--- config.mk ---
export PLATFORM = sky130hd
export DESIGN_NAME = json_string_escaper_unit
export DESIGN_NICKNAME = d
export VERILOG_FILES = /design/src/hw/rtl/jse_pkg.sv /design/src/hw/rtl/json_string_escaper_unit.sv /design/src/hw/rtl/jse_fifo.sv /design/src/hw/rtl/jse_front.sv /design/src/hw/rtl/jse_back.sv
export SDC_FILE = /design/constraint.sdc
export NUM_CORES = 1
export LEC_CHECK = 0
export BUFFER_PORTS_ARGS = -buffer_cell sky130_fd_sc_hd__buf_2
export CORE_MARGIN = 2
export CORE_UTILIZATION = 60
export CTS_CLUSTER_SIZE = 30
export DETAILED_ROUTE_END_ITERATION = 10
export MAX_ROUTING_LAYER = met4
export PLACE_DENSITY = 0.92
export REMOVE_ABC_BUFFERS = 1
export SYNTH_ARGS = -nofsm -noshare
export SYNTH_HDL_FRONTEND = slang
export SYNTH_SLANG_ARGS = --single-unit
--- constraint.sdc ---
create_clock -name clk -period 5.1 [get_ports clk]
set_input_delay 0.51 -clock clk [delete_from_list [all_inputs] [get_ports clk]]
set_output_delay 0.51 -clock clk [all_outputs]
set_load 0.02 [all_outputs]
--- src/hw/rtl/jse_pkg.sv ---
package jse_pkg;

  localparam int unsigned BYTE_W     = 8;
  localparam int unsigned COUNT_W    = 16;
  localparam int unsigned CFG_IDX_W  = 2;
  localparam int unsigned STEP_W     = 3;
  localparam int unsigned TOTAL_W    = 4;

  localparam logic [CFG_IDX_W-1:0] CFG_QUOTE_ENABLE = 2'd0;
  localparam logic [CFG_IDX_W-1:0] CFG_MAX_CHARS    = 2'd1;

  localparam logic [BYTE_W-1:0] CH_TAB     = 8'h09;
  localparam logic [BYTE_W-1:0] CH_LF      = 8'h0A;
  localparam logic [BYTE_W-1:0] CH_CR      = 8'h0D;
  localparam logic [BYTE_W-1:0] CH_QUOTE   = 8'h22;
  localparam logic [BYTE_W-1:0] CH_BSLASH  = 8'h5C;
  localparam logic [BYTE_W-1:0] CH_ZERO    = 8'h30;
  localparam logic [BYTE_W-1:0] CH_UPPER_A = 8'h41;
  localparam logic [BYTE_W-1:0] CH_LOWER_N = 8'h6E;
  localparam logic [BYTE_W-1:0] CH_LOWER_R = 8'h72;
  localparam logic [BYTE_W-1:0] CH_LOWER_T = 8'h74;
  localparam logic [BYTE_W-1:0] CH_LOWER_U = 8'h75;
  localparam logic [BYTE_W-1:0] CTRL_LIMIT = 8'h20;
  localparam logic [COUNT_W-1:0] COUNT_MAX = 16'hFFFF;

  typedef enum logic [1:0] {
    BODY_NONE,
    BODY_RAW,
    BODY_SHORT,
    BODY_UNI
  } body_kind_t;

  typedef struct packed {
    logic             open_q;
    logic             close_q;
    body_kind_t       kind;
    logic [BYTE_W-1:0] ch;
  } jse_req_t;

  function automatic logic [BYTE_W-1:0] hex_digit(input logic [3:0] nib);
    logic [BYTE_W-1:0] res;
    if (nib < 4'd10) begin
      res = CH_ZERO + {4'd0, nib};
    end else begin
      res = CH_UPPER_A + {4'd0, nib} - 8'd10;
    end
    return res;
  endfunction

  function automatic logic [TOTAL_W-1:0] body_len(input body_kind_t kind);
    logic [TOTAL_W-1:0] res;
    case (kind)
      BODY_NONE:  res = 4'd0;
      BODY_RAW:   res = 4'd1;
      BODY_SHORT: res = 4'd2;
      BODY_UNI:   res = 4'd6;
      default:    res = 4'd0;
    endcase
    return res;
  endfunction

  function automatic logic [BYTE_W-1:0] short_letter(input logic [BYTE_W-1:0] c);
    logic [BYTE_W-1:0] res;
    case (c)
      CH_TAB:  res = CH_LOWER_T;
      CH_LF:   res = CH_LOWER_N;
      CH_CR:   res = CH_LOWER_R;
      default: res = c;
    endcase
    return res;
  endfunction

  function automatic logic [BYTE_W-1:0] body_char(input body_kind_t kind,
                                                  input logic [BYTE_W-1:0] c,
                                                  input logic [STEP_W-1:0] pos);
    logic [BYTE_W-1:0] res;
    res = c;
    case (kind)
      BODY_SHORT: begin
        res = (pos == 3'd0) ? CH_BSLASH : short_letter(c);
      end
      BODY_UNI: begin
        case (pos)
          3'd0:    res = CH_BSLASH;
          3'd1:    res = CH_LOWER_U;
          3'd2:    res = CH_ZERO;
          3'd3:    res = CH_ZERO;
          3'd4:    res = hex_digit(c[7:4]);
          default: res = hex_digit(c[3:0]);
        endcase
      end
      default: res = c;
    endcase
    return res;
  endfunction

endpackage

--- src/hw/rtl/json_string_escaper_unit.sv ---
// With the queue empty and the output free, the first character of an accepted byte
// is written into the request queue and then into the output register.
// Throughput: one input byte per cycle while the request queue has room; the output
// register sends one character per cycle while not stalled; a byte that expands to
// n characters holds it until all are sent, and the QUEUE_DEPTH queue absorbs it.
// Reset (synchronous, active low) empties the queue, clears the output and the
// byte count, turns quoting off, removes the limit and marks the start of a string.
module json_string_escaper_unit #(
  parameter int unsigned QUEUE_DEPTH = 4
) (
  input  logic                              clk,
  input  logic                              rst_n,
  input  logic                              in_valid,
  output logic                              in_stall,
  input  logic [jse_pkg::BYTE_W-1:0]        in_byte,
  input  logic                              in_last,
  output logic                              out_valid,
  input  logic                              out_stall,
  output logic [jse_pkg::BYTE_W-1:0]        out_char,
  output logic                              out_last,
  input  logic                              cfg_valid,
  output logic                              cfg_ready,
  input  logic [jse_pkg::CFG_IDX_W-1:0]     cfg_index,
  input  logic [jse_pkg::COUNT_W-1:0]       cfg_data
);
  import jse_pkg::*;

  logic     q_full;
  logic     q_push;
  jse_req_t q_push_req;
  logic     q_pop;
  logic     q_head_valid;
  jse_req_t q_head_req;
  logic     accept;

  assign in_stall  = q_full;
  assign accept    = in_valid && !q_full;
  assign cfg_ready = 1'b1;

  jse_front u_front (
    .clk       (clk),
    .rst_n     (rst_n),
    .in_valid  (in_valid),
    .accept    (accept),
    .in_byte   (in_byte),
    .in_last   (in_last),
    .cfg_write (cfg_valid && cfg_ready),
    .cfg_index (cfg_index),
    .cfg_data  (cfg_data),
    .push      (q_push),
    .push_req  (q_push_req)
  );

  jse_fifo #(
    .DEPTH (QUEUE_DEPTH)
  ) u_fifo (
    .clk        (clk),
    .rst_n      (rst_n),
    .push       (q_push),
    .push_req   (q_push_req),
    .full       (q_full),
    .pop        (q_pop),
    .head_valid (q_head_valid),
    .head_req   (q_head_req)
  );

  jse_back u_back (
    .clk        (clk),
    .rst_n      (rst_n),
    .head_valid (q_head_valid),
    .head_req   (q_head_req),
    .pop        (q_pop),
    .out_valid  (out_valid),
    .out_stall  (out_stall),
    .out_char   (out_char),
    .out_last   (out_last)
  );

endmodule

--- src/hw/rtl/jse_fifo.sv ---
module jse_fifo #(
  parameter int unsigned DEPTH = 4
) (
  input  logic                 clk,
  input  logic                 rst_n,
  input  logic                 push,
  input  jse_pkg::jse_req_t    push_req,
  output logic                 full,
  input  logic                 pop,
  output logic                 head_valid,
  output jse_pkg::jse_req_t    head_req
);
  import jse_pkg::*;

  localparam int unsigned PTR_W = (DEPTH > 1) ? $clog2(DEPTH) : 1;
  localparam int unsigned CNT_W = $clog2(DEPTH + 1);
  localparam logic [PTR_W-1:0] LAST_PTR = PTR_W'(DEPTH - 1);
  localparam logic [CNT_W-1:0] FULL_CNT = CNT_W'(DEPTH);

  jse_req_t         slots_r [DEPTH];
  logic [PTR_W-1:0] wr_ptr_r, wr_ptr_nxt;
  logic [PTR_W-1:0] rd_ptr_r, rd_ptr_nxt;
  logic [CNT_W-1:0] count_r, count_nxt;
  logic             do_push, do_pop;

  assign full       = (count_r == FULL_CNT);
  assign head_valid = (count_r != '0);
  assign head_req   = slots_r[rd_ptr_r];
  assign do_push    = push && !full;
  assign do_pop     = pop && head_valid;

  always_comb begin
    wr_ptr_nxt = wr_ptr_r;
    rd_ptr_nxt = rd_ptr_r;
    count_nxt  = count_r;
    if (do_push) begin
      wr_ptr_nxt = (wr_ptr_r == LAST_PTR) ? '0 : wr_ptr_r + 1'b1;
    end
    if (do_pop) begin
      rd_ptr_nxt = (rd_ptr_r == LAST_PTR) ? '0 : rd_ptr_r + 1'b1;
    end
    if (do_push && !do_pop) begin
      count_nxt = count_r + 1'b1;
    end else if (do_pop && !do_push) begin
      count_nxt = count_r - 1'b1;
    end
  end

  always_ff @(posedge clk) begin
    if (!rst_n) begin
      wr_ptr_r <= '0;
      rd_ptr_r <= '0;
      count_r  <= '0;
    end else begin
      wr_ptr_r <= wr_ptr_nxt;
      rd_ptr_r <= rd_ptr_nxt;
      count_r  <= count_nxt;
    end
  end

  always_ff @(posedge clk) begin
    if (do_push) begin
      slots_r[wr_ptr_r] <= push_req;
    end
  end

endmodule

--- src/hw/rtl/jse_front.sv ---
module jse_front (
  input  logic                              clk,
  input  logic                              rst_n,
  input  logic                              in_valid,
  input  logic                              accept,
  input  logic [jse_pkg::BYTE_W-1:0]        in_byte,
  input  logic                              in_last,
  input  logic                              cfg_write,
  input  logic [jse_pkg::CFG_IDX_W-1:0]     cfg_index,
  input  logic [jse_pkg::COUNT_W-1:0]       cfg_data,
  output logic                              push,
  output jse_pkg::jse_req_t                 push_req
);
  import jse_pkg::*;

  logic               quote_en_r, quote_en_nxt;
  logic [COUNT_W-1:0] max_chars_r, max_chars_nxt;
  logic               at_start_r, at_start_nxt;
  logic [COUNT_W-1:0] taken_r, taken_nxt;
  logic [COUNT_W-1:0] count_base;
  logic               kept;
  logic               is_short;
  body_kind_t         kind;

  assign count_base = at_start_r ? '0 : taken_r;
  assign kept       = (max_chars_r == '0) || (count_base < max_chars_r);
  assign is_short   = (in_byte == CH_TAB) || (in_byte == CH_LF) || (in_byte == CH_CR) ||
                      (in_byte == CH_QUOTE) || (in_byte == CH_BSLASH);

  always_comb begin
    if (!kept) begin
      kind = BODY_NONE;
    end else if (!quote_en_r) begin
      kind = BODY_RAW;
    end else if (is_short) begin
      kind = BODY_SHORT;
    end else if (in_byte < CTRL_LIMIT) begin
      kind = BODY_UNI;
    end else begin
      kind = BODY_RAW;
    end
  end

  always_comb begin
    push_req.open_q  = quote_en_r && at_start_r;
    push_req.close_q = quote_en_r && in_last;
    push_req.kind    = kind;
    push_req.ch      = in_byte;
    push = accept && in_valid &&
           (push_req.open_q || push_req.close_q || (kind != BODY_NONE));
  end

  always_comb begin
    at_start_nxt = at_start_r;
    taken_nxt    = taken_r;
    if (accept) begin
      at_start_nxt = in_last;
      taken_nxt    = (kept && (count_base != COUNT_MAX)) ? count_base + 1'b1 : count_base;
    end
  end

  always_comb begin
    quote_en_nxt  = quote_en_r;
    max_chars_nxt = max_chars_r;
    if (cfg_write) begin
      case (cfg_index)
        CFG_QUOTE_ENABLE: quote_en_nxt  = cfg_data[0];
        CFG_MAX_CHARS:    max_chars_nxt = cfg_data;
        default:          quote_en_nxt  = quote_en_r;
      endcase
    end
  end

  always_ff @(posedge clk) begin
    if (!rst_n) begin
      quote_en_r  <= 1'b0;
      max_chars_r <= '0;
      at_start_r  <= 1'b1;
      taken_r     <= '0;
    end else begin
      quote_en_r  <= quote_en_nxt;
      max_chars_r <= max_chars_nxt;
      at_start_r  <= at_start_nxt;
      taken_r     <= taken_nxt;
    end
  end

endmodule

--- src/hw/rtl/jse_back.sv ---
module jse_back (
  input  logic                       clk,
  input  logic                       rst_n,
  input  logic                       head_valid,
  input  jse_pkg::jse_req_t          head_req,
  output logic                       pop,
  output logic                       out_valid,
  input  logic                       out_stall,
  output logic [jse_pkg::BYTE_W-1:0] out_char,
  output logic                       out_last
);
  import jse_pkg::*;

  logic [STEP_W-1:0]  step_r, step_nxt;
  logic               out_valid_r, out_valid_nxt;
  logic [BYTE_W-1:0]  out_char_r, out_char_nxt;
  logic               out_last_r, out_last_nxt;
  logic [TOTAL_W-1:0] total;
  logic [STEP_W-1:0]  body_pos;
  logic [TOTAL_W-1:0] body_end;
  logic               slot_free;
  logic               emit;
  logic               is_final;
  logic [BYTE_W-1:0]  cur_char;

  assign total     = {3'd0, head_req.open_q} + body_len(head_req.kind) +
                     {3'd0, head_req.close_q};
  assign body_pos  = step_r - {2'd0, head_req.open_q};
  assign body_end  = {3'd0, head_req.open_q} + body_len(head_req.kind);
  assign is_final  = ({1'b0, step_r} == total - 1'b1);
  assign slot_free = !out_valid_r || !out_stall;
  assign emit      = head_valid && slot_free;
  assign pop       = emit && is_final;

  always_comb begin
    if (head_req.open_q && (step_r == '0)) begin
      cur_char = CH_QUOTE;
    end else if ({1'b0, step_r} < body_end) begin
      cur_char = body_char(head_req.kind, head_req.ch, body_pos);
    end else begin
      cur_char = CH_QUOTE;
    end
  end

  always_comb begin
    step_nxt      = step_r;
    out_valid_nxt = out_valid_r && out_stall;
    out_char_nxt  = out_char_r;
    out_last_nxt  = out_last_r;
    if (emit) begin
      step_nxt      = is_final ? '0 : step_r + 1'b1;
      out_valid_nxt = 1'b1;
      out_char_nxt  = cur_char;
      out_last_nxt  = is_final;
    end
  end

  always_ff @(posedge clk) begin
    if (!rst_n) begin
      step_r      <= '0;
      out_valid_r <= 1'b0;
    end else begin
      step_r      <= step_nxt;
      out_valid_r <= out_valid_nxt;
    end
  end

  always_ff @(posedge clk) begin
    out_char_r <= out_char_nxt;
    out_last_r <= out_last_nxt;
  end

  assign out_valid = out_valid_r;
  assign out_char  = out_char_r;
  assign out_last  = out_last_r;

endmodule

==> reports/summary.txt, run 1 <==
Run status: complete, no violations
Number of remaining DRC errors: 0
Die Area: 10300 µm²
Hold path depth: 3
PortBufs: 42
Setup Buffers After CTS: 0
Area growth from synthesis to layout: 8.81%
CP Max Fanout: 8
Slew headroom: 34.4%
Clock sinks: 104
Register area share after synthesis: 46.6%
CP top delay family: adder cells
Fin nets: 673
Mapped Cells: 573
Setup WS pre-CTS: 0.666 ns
Worst Skew: 0.00973 ns
Max frequency: 224 MHz
Slew @ Worst Pin: 0.979 ns
Async S/R FF share, synth: 0%
Gr ovfl total: 0
Starting density of the core: 61.7%
Max Cap Viol: 0
Commonest non-fill, non-tap cell in the layout: nand2_1
FF-to-FF End: u_fifo.count_r[2]
Initial antenna violation count: 0
Final setup fails: 0
Post-CTS sizing: 0
Crit path time final: 4.46 ns
Largest net degree at the start of global routing: 36
Unique masters post-synth: 67
Hold WC Path Type: input pin to register
Critical path required time: 5.39 ns
Share of layout cells above drive strength 1: 14.1%
Max Buffers Root-to-Sink: 2
Leakage: 2.32 nW
# rows: 35
Number of synthesized flops with an enable pin: 57
Via count: 4573
Root Buffer: clkbuf_8
Setup TNS: 0 ns
Seq cells post-synth: 104
Cell Area, Synth: 5700 µm²
Arr. time, crit path: 4.75 ns
Finished Core Util: 67.1%
Most used flip-flop cell after synthesis: edfxtp_1
Crit path capture type: register
Core Region: 9240 µm²
Final Hold Viols: 0
WS Path Type: register to register
Final WL: 13.0 mm
Warnings from Yosys: 0
ANT cells: 0
Placer Congestion: 0.964
Reg2reg path depth: 17
Tcrit/Tclk final: 87.4%
Vias in the first global route: 4398
Hold Path End: u_front.max_chars_r[3]
Skew-Pair Late Insertion Delay: 0.38 ns
Dpl hpwl: 9.40 mm
Worst Setup Start Kind: register
Pre-Repair DR Iteration Count: 8
Total global-route track usage: 27.4%
Worst path max stage delay: 0.58 ns
DR iter-0 viols: 458
Wire per inst: 17.6 µm
Worst VDD drop: 0.255 mV
Number of I/O pins: 44
Worst reg2reg setup slack: 0.64 ns
Syn Area/Cell: 9.94 µm²
Crit path top cell by count: ha_1
CTS tree: yes
Cts bufs inserted: 9
Pwr Density: 473 nW/µm²
Hold path start: cfg_data[3]
Post-detailed-route via-to-cell ratio: 6.18
Routed Antenna Nets: 0
RSZ-0062 raised after global routing: no
Chip Height: 101 µm
H-Tree Depth: 3
Clock transition at path regs: 0.10 ns
Worst path cell trace: buf_4 > mux4_2 > ha_1 > inv_1 > ha_1 > ha_1 > xnor2_1 > xor2_1 > nand3b_1 > a211oi_4 > nand2_4 > ha_1 > inv_1 > fa_1 > xor2_1 > or3_1 > a21oi_1
Global-route wire length before repair: 21.3 mm
Final Max Tran Viols: 0
Post-route setup slack: 0.640 ns
Slowest stage cell on the critical path: dfxtp_1
WP buf/inv: 3
Die width: 101 µm
# hold bufs at CTS: 0
Most frequent cells in the layout: nand2_1, edfxtp_1, dfxtp_1
report_power, final:
| part | switching (mW) | internal (mW) |
|---|---|---|
| clock | 0.305 | 0.239 |
| combinational | 0.791 | 0.472 |
| sequential | 0.0776 | 1.05 |
flip-flops by register name (all words and copies together), names as in the netlist, 2 cells and up, named ones only:
register,count
u_fifo.slots_r,48
u_front.max_chars_r,16
u_front.taken_r,16
u_back.out_char,8
u_back.step_r,3
u_fifo.count_r,3
u_fifo.rd_ptr_r,2
u_fifo.wr_ptr_r,2
logic make-up after synthesis:
| group | synth area share, % |
|---|---|
| other | 0.0658 |
| AOI/OAI and AO/OA | 12.8 |
| and+or+nand+nor | 20.1 |
| xor gates and xnor gates | 2.15 |
| muxes | 6.13 |
| adders and majority gates | 7.82 |
| DFF | 46.6 |
| buffers and inverters | 4.37 |
metal layers:
layer  vias to the layer above  GRT usage, %  share of wire, %
met1                      2165          33.8                41
met2                       232          44.8                50
met4                         0          10.9               2.4
met5                         -             -                 0
met3                        47          5.18               6.4
li1                       2129             -                 -
worst register-to-register path, stage by stage, from the launching register on:
cell      delay (ns)
dfxtp_1         0.58
buf_4           0.29
mux4_2          0.57
ha_1            0.30
inv_1           0.05
ha_1            0.22
ha_1            0.19
xnor2_1         0.29
xor2_1          0.21
nand3b_1        0.15
a211oi_4        0.42
nand2_4         0.10
ha_1            0.23
inv_1           0.07
fa_1            0.17
xor2_1          0.08
or3_1           0.31
a21oi_1         0.14
stage by stage:
stage               total power [mW]  cells  area (µm²)  hold WS [ns]
global placement                2.31    724        5990         0.432
global route                    3.12    740        6200         0.368
CTS                             2.93    740        6200         0.350
finish                          2.93    740        6200         0.358
floorplan                       2.05    549        5590         0.423
detailed placement              2.38    724        5990         0.455
cells in the mapped netlist (16+ instances only):
| cell type | count | area (µm²) |
|---|---|---|
| dfxtp_1 | 47 | 941 |
| o21ai_0 | 16 | 80.1 |
| clkbuf_1 | 17 | 63.8 |
| nand2_1 | 82 | 308 |
| a21oi_1 | 46 | 230 |
| edfxtp_1 | 57 | 1710 |
| nand3_1 | 20 | 100 |
| ha_1 | 34 | 425 |
| nor2_1 | 33 | 124 |
| inv_1 | 36 | 135 |
| nor2b_1 | 21 | 131 |
worst max path at each step:
stage | slack [ns] | from | to | cells past startpoint
finish | 0.64 | register | u_fifo.count_r[2] | 17
global route | 0.30 | register | u_fifo.count_r[2] | 17
CTS | 0.64 | register | u_fifo.count_r[2] | 17
detailed placement | 0.67 | register | u_fifo.count_r[2] | 17
global placement | 0.92 | register | u_fifo.count_r[2] | 17
floorplan | 0.89 | register | u_fifo.count_r[2] | 17
layout make-up:
cell class,instances,area [µm²]
repair buffers,46,240
fillers,649,3040
flip-flops and latches,104,2650
well taps,129,161
clock inverters,7,86.3
inverters,37,139
multi-input cells,408,2800
clock buffers,9,124
No activity file was read; power rests on OpenSTA's default activity.
==> inputs of run 2 (changes only) <==
Settings changed: CORE_UTILIZATION 60 to 30, PLACE_DENSITY 0.92 to 0.58.
==> reports/summary.txt, run 2 (synthesis results as in run 1) <==
Final setup fails: 0 (unchanged)
Final WL: 12.1 mm (-7.3%)
Wire length on met3: 432 µm (-48%)
Top reg by flops: u_fifo.slots_r
Max frequency: 233 MHz (+3.8%)
# rows: 50 (+43%)
Total global-route track usage: 12.8% (-15 points)
Worst path max stage delay: 0.67 ns (+0.09 ns)
Clock sinks: 104 (unchanged)
Max Cap Viol: 0 (unchanged)
Post-DP Area: 6130 µm² (+2.3%)
CP Max Fanout: 14 (+6)
Critical path required time: 5.38 ns (about the same)
Via count: 4196 (-8.2%)
Die width: 142 µm (+40%)
Pre-Repair DR Iteration Count: 5 (-3)
Die Area: 20100 µm² (+95%)
Slew headroom: 39.0% (+4.7 points)
# hold bufs at CTS: 0 (unchanged)
Fin nets: 674 (+0.15%)
Number of remaining DRC errors: 0 (unchanged)
Number of I/O pins: 44 (unchanged)
Root Buffer: clkbuf_16
Gr ovfl total: 0 (unchanged)
Worst path cell trace: buf_4 > mux4_2 > nor2b_1 > ha_1 > inv_1 > ha_1 > ha_1 > xnor2_1 > xor2_1 > nand3b_1 > a211oi_4 > nand2_4 > ha_1 > inv_1 > fa_1 > xor2_1 > or3_1 > a21oi_1
Worst Setup Start Kind: register
Max Used Layer: met4
Initial antenna violation count: 0 (unchanged)
Slowest stage cell on the critical path: mux4_2
Slew @ Worst Pin: 0.910 ns (-0.0683 ns)
Tcrit/Tclk final: 84.3% (-3.2 points)
ANT cells: 0 (unchanged)
Post-detailed-route via-to-cell ratio: 4.96 (-20%)
Worst VDD drop: 0.174 mV (-32%)
Run status: complete, no violations
CTS tree: yes
PortBufs: 42 (unchanged)
Most frequent cells in the layout: nand2_1, edfxtp_1, dfxtp_1
Crit path top cell by count: ha_1
Wire per inst: 14.2 µm (-19%)
Area growth from synthesis to layout: 12.6%
Commonest non-fill, non-tap cell in the layout: nand2_1
Crit path time final: 4.30 ns (-0.162 ns)
Max Buffers Root-to-Sink: 2 (unchanged)
WS Path Type: register to register
Crit path capture type: register
Hold WC Path Type: input pin to register
Post-CTS sizing: 0 (unchanged)
H-Tree Depth: 3 (unchanged)
Share of layout cells above drive strength 1: 14.1% (-0.023 points)
DR iter-0 viols: 285 (-38%)
Number of flip-flops under the largest register name: 48 (unchanged)
Worst Skew: 0.00979 ns (+0.0000547 ns)
Setup TNS: 0 ns (unchanged)
Placer Congestion: 0.844 (-12%)
Setup Buffers After CTS: 0 (unchanged)
Skew-Pair Late Insertion Delay: 0.35 ns (-0.03 ns)
M1 WL: 5.50 mm (+2.8%)
Hold path depth: 3 (unchanged)
Hold Path End: u_front.at_start_r
Finished Core Util: 34.4% (-33 points)
Worst reg2reg setup slack: 0.80 ns (+0.16 ns)
Arr. time, crit path: 4.58 ns (-0.17 ns)
Pwr Density: 467 nW/µm² (-1.1%)
Starting density of the core: 30.6% (-31 points)
Final Max Tran Viols: 0 (unchanged)
Hold path start: in_last
Worst hold slack: 0.381 ns (+0.0234 ns)
Clock transition at path regs: 0.07 ns (-0.03 ns)
Routed Antenna Nets: 0 (unchanged)
Global-route wire length before repair: 19.8 mm (-7.1%)
Largest net degree at the start of global routing: 35 (-2.8%)
Largest regs: u_fifo.slots_r: 48 flops, u_front.max_chars_r: 16 flops, u_front.taken_r: 16 flops
Cts bufs inserted: 9 (unchanged)
Met2 Wirelength: 6.00 mm (-7.7%)
Chip Height: 142 µm (+40%)
Final Hold Viols: 0 (unchanged)
RSZ-0062 raised after global routing: no
Final instance area: 6410 µm² (+3.5%)
FF-to-FF End: u_fifo.count_r[2]
Reg2reg path depth: 18 (+1)
Leakage: 2.36 nW (+1.6%)
Core Region: 18600 µm² (+100%)
Vias in the first global route: 3954 (-10%)
Dpl hpwl: 8.79 mm (-6.5%)
-- run 2: changes by cell type in the layout (fill, tap and decap cells not counted), sizes merged --
cell	before	now
buf	46	47
bufinv	1	0
clkinv	3	4
-- run 2: power by group --
part | switching, mW | internal (mW)
Clock | 0.330 | 0.342
Combinational | 0.749 | 0.465
Sequential | 0.0657 | 1.05
-- run 2: cell type report --
type                       instances  area [µm²]
clock buffer                       9         225
clock inverter                     7        61.3
fill                            1910       12200
inverter                          37         139
multi-input combinational        408        2800
sequential                       104        2650
tap                              234         293
timing repair buffer              47         248
-- run 2: worst max-delay path, delay by kind of cell, from the launching register on --
kind / cells / cell delay, ns
buffers and inverters: 3 / 0.39
AND/OR/NAND/NOR: 4 / 0.70
flip-flops: 1 / 0.48
AO/OA/AOI/OAI: 2 / 0.53
multiplexers: 1 / 0.67
XOR/XNOR: 3 / 0.51
adder cells (fa/ha/maj): 5 / 0.93
-- run 2: how the worst max path moves through the flow --
stage	startpoint	endpoint	slack, ns	depth (start not counted)
5_1_grt	register	u_fifo.count_r[2]	0.41	18
3_5_place_dp	register	u_fifo.count_r[2]	0.79	18
3_3_place_gp	register	u_fifo.count_r[2]	0.85	18
2_1_floorplan	register	u_fifo.count_r[2]	0.89	17
4_1_cts	register	u_fifo.count_r[2]	0.75	18
6_report	register	u_fifo.count_r[2]	0.80	18
-- run 2: metrics by stage --
step / instances / worst slack (ns) / power [mW]
2_1_floorplan: 549 / 0.889 / 2.05
3_3_place_gp: 830 / 0.845 / 2.34
3_5_place_dp: 830 / 0.788 / 2.35
4_1_cts: 846 / 0.747 / 3.03
5_1_grt: 846 / 0.412 / 3.21
6_report: 846 / 0.802 / 3.00
-- run 2: layer usage --
| metal | vias up | global-route usage [%] |
|---|---|---|
| met5 | - | - |
| met4 | 0 | 3.21 |
| met3 | 10 | 3.21 |
| met2 | 86 | 21.6 |
| met1 | 1960 | 15.3 |
| li1 | 2140 | - |
==> inputs of run 3 (changes only) <==
Settings changed: ABC_AREA set to 1.
Clock period 5.1 ns to 4.3 ns, I/O delays scaled along.
==> reports/summary.txt, run 3 <==
Run status: complete, no violations
Total global-route track usage: 13.8% (+0.99 points)
Chip Height: 144 µm (+1.2%)
Area occupied by multi-input gates: 2630 µm² (-5.8%)
Net Sw Power: 1.42 mW (+24%)
Hold path depth: 1 (-2)
Reg2reg path depth: 21 (+3)
Global-route wire length before repair: 21.8 mm (+10%)
CP top delay family: adder cells
Most frequent cells in the layout: nand2_1, inv_1, nor2_1
Internal power: 2.25 mW (+21%)
Cell Area, Synth: 5840 µm² (+2.6%)
Sw frac: 38.7% (+0.55 points)
Commonest non-fill, non-tap cell in the layout: nand2_1
Clock sinks: 104 (unchanged)
Mapped Cells: 710 (+24%)
Root Buffer: clkbuf_16
Wire per inst: 12.6 µm (-12%)
Critical path required time: 4.54 ns (-0.84 ns)
Worst reg2reg setup slack: 0.59 ns (-0.22 ns)
Most instantiated library cell after synthesis: nand2_1
Number of flip-flops under the largest register name: 48 (unchanged)
Finished Layout Cells: 1019 (+20%)
Die Area: 20600 µm² (+2.5%)
Ranking of synthesized cells by area: edfxtp_1, dfxtp_1, nand2_1, ha_1, inv_1
Final Hold Viols: 0 (unchanged)
Area growth from synthesis to layout: 13.2%
Worst Setup Start Kind: register
Gate power share: 40.6% (about the same)
Max Buffers Root-to-Sink: 2 (unchanged)
Initial antenna violation count: 0 (unchanged)
GR Util met1: 16.7% (+1.3 points)
Met3 GRT Util: 3.23% (+0.026 points)
Arr. time, crit path: 3.95 ns (-0.63 ns)
Clock share of power: 23.4% (+1.0 points)
Number of remaining DRC errors: 0 (unchanged)
Worst Skew: 0.00902 ns (-0.000769 ns)
Final setup fails: 0 (unchanged)
Number of synthesized flops with an enable pin: 57 (unchanged)
Gr ovfl total: 0 (unchanged)
Share of layout cells above drive strength 1: 12.9% (-1.2 points)
Starting density of the core: 30.3% (-0.24 points)
Largest net degree at the start of global routing: 32 (-8.6%)
Hold Path End: u_fifo.slots_r[3][3]
Cts bufs inserted: 9 (unchanged)
Worst hold slack: 0.320 ns (-0.0613 ns)
Register area share after synthesis: 45.4% (-1.2 points)
Slowest stage cell on the critical path: dfxtp_1
# rows: 51 (+2.0%)
Crit path capture type: register
Setup TNS: 0 ns (unchanged)
Number of I/O pins: 44 (unchanged)
Synth top area share: 29.3% (-0.75 points)
Unique masters post-synth: 48 (-28%)
CTS tree: yes
Dpl hpwl: 9.47 mm (+7.8%)
Clock transition at path regs: 0.07 ns (about the same)
FF-to-FF End: u_fifo.count_r[2]
Final Max Tran Viols: 0 (unchanged)
Seq cells post-synth: 104 (unchanged)
Fin nets: 816 (+21%)
Post-detailed-route via-to-cell ratio: 4.51 (-9.1%)
DR iter-0 viols: 269 (-5.6%)
Final WL: 12.8 mm (+6.6%)
Routed Antenna Nets: 0 (unchanged)
Placed Cells: 1003 (+21%)
Syn Area/Cell: 8.23 µm² (-17%)
Top reg by flops: u_fifo.slots_r
Commonest cells in the netlist: nand2_1, inv_1, nor2_1, edfxtp_1, dfxtp_1
WP buf/inv: 5 (+2)
Async S/R FF share, synth: 0% (unchanged)
H-Tree Depth: 3 (unchanged)
# hold bufs at CTS: 0 (unchanged)
Slew @ Worst Pin: 0.799 ns (-0.111 ns)
Vias in the first global route: 4451 (+13%)
Pwr Density: 555 nW/µm² (+19%)
Worst VDD drop: 0.221 mV (+28%)
Most used flip-flop cell after synthesis: edfxtp_1
Setup Buffers After CTS: 0 (unchanged)
Cell taking the most area after synthesis: edfxtp_1
Crit path time final: 3.71 ns (-0.583 ns)
Leakage: 2.81 nW (+19%)
Hold path start: in_byte[3]
Core Region: 19300 µm² (+3.4%)
Pre-Repair DR Iteration Count: 4 (-1)
Seq pwr share: 36.0% (-1.1 points)
# fillers: 2066 (+8.2%)
Die width: 144 µm (+1.2%)
Warnings from Yosys: 0 (unchanged)
RSZ-0062 raised after global routing: no
Met2 Resource Use GR: 23.1% (+1.6 points)
CP Max Fanout: 13 (-1)
PortBufs: 42 (unchanged)
Via count: 4594 (+9.5%)
Max frequency: 269 MHz (+16%)
Worst path cell trace: inv_1 > nand3_1 > nand2_1 > inv_1 > nor2_1 > ha_1 > inv_1 > ha_1 > ha_1 > nor2_1 > and3b_1 > nand3_2 > nor2_4 > inv_1 > ha_1 > inv_1 > fa_1 > a21oi_1 > o21ai_0 > o21ai_0 > a21oi_1
Placer Congestion: 0.878 (+4.0%)
ANT cells: 0 (unchanged)
Hold WC Path Type: input pin to register
Register Area: 2650 µm² (about the same)
Max Cap Viol: 0 (unchanged)
Crit path top cell by count: inv_1
Skew-Pair Late Insertion Delay: 0.35 ns (about the same)
Slew headroom: 46.7% (+7.6 points)
GRT Max-Usage Layer: met2
Worst path max stage delay: 0.58 ns (-0.09 ns)
Tcrit/Tclk final: 86.4% (+2.1 points)
WS Path Type: register to register
Largest regs: u_fifo.slots_r: 48 flops, u_front.max_chars_r: 16 flops, u_front.taken_r: 16 flops
-- run 3: cell count changes after synthesis, moves of 16 or more --
cell      change
inv_1        +63
nand2_1      +61
nor2_1       +40
nor2b_1      -21
o21ai_0      +23
o21bai_1     +16
-- run 3: layout make-up --
type,count,share of cell area [%]
Timing Repair Buffer,50,4.08
Inverter,110,6.28
Sequential cell,104,40.1
Clock buffer,14,4.16
Tap cell,265,5.01
Multi-Input combinational cell,474,39.8
Clock inverter,2,0.567
-- run 3: power by group through the flow --
stage          logic, mW  clock network (mW)  registers [mW]
6_report            1.49               0.860            1.32
3_3_place_gp        1.48                   0            1.35
3_5_place_dp        1.49                   0            1.35
4_1_cts             1.50               0.882            1.32
5_1_grt             1.72               0.917            1.34
2_1_floorplan       1.04                   0            1.40
-- run 3: worst max path at each step --
| stage | slack, ns | to | depth (start not counted) |
|---|---|---|---|
| after floorplan | 0.62 | u_fifo.count_r[2] | 22 |
| after global placement | 0.59 | u_fifo.count_r[2] | 22 |
| after detailed placement | 0.43 | u_fifo.count_r[2] | 21 |
| after CTS | 0.41 | u_fifo.count_r[2] | 21 |
| after global routing | 0.12 | u_fifo.count_r[2] | 21 |
| final | 0.59 | u_fifo.count_r[2] | 21 |
-- run 3: cells by family (layout without fill, tap and decap cells) --
group	count (synthesis)	in the layout	synth area share, %
and+or+nand+nor	313	313	24.4
buffers and inverters	132	176	9.55
AOI/OAI and AO/OA	118	118	11.9
DFF	104	104	45.4
adders and majority gates	35	35	7.62
xor gates and xnor gates	7	7	1.05
other	1	1	0.0642
-- run 3: timing repair --
item                                   in CTS  in global routing
endpoints found under the hold margin       0                  0
setup endpoints to repair                   0                  2
gates resized for setup                     0                  1
-- run 3: worst register-to-register path: stages (launching register included) --
cell and delay (ns):
dfxtp_1 0.58, inv_1 0.11, nand3_1 0.10, nand2_1 0.16
inv_1 0.21, nor2_1 0.06, ha_1 0.28, inv_1 0.04
ha_1 0.20, ha_1 0.29, nor2_1 0.08, and3b_1 0.19
nand3_2 0.13, nor2_4 0.06, inv_1 0.07, ha_1 0.13
inv_1 0.06, fa_1 0.38, a21oi_1 0.14, o21ai_0 0.10
o21ai_0 0.16, a21oi_1 0.05
-- run 3: routing by layer --
layer	up-vias	part of all wire, %
met5	-	0
met4	0	1.4
met3	16	3.3
met2	78	47
met1	2082	48
li1	2418	-
-- run 3: stage by stage --
step | power (mW) | area [µm²] | setup WS, ns | util (%)
2_1_floorplan | 2.44 | 5700 | 0.624 | -
3_3_place_gp | 2.82 | 6300 | 0.586 | 32.7
3_5_place_dp | 2.84 | 6300 | 0.430 | 32.7
4_1_cts | 3.71 | 6620 | 0.413 | 34.3
5_1_grt | 3.98 | 6620 | 0.117 | 34.3
6_report | 3.68 | 6620 | 0.585 | 34.3
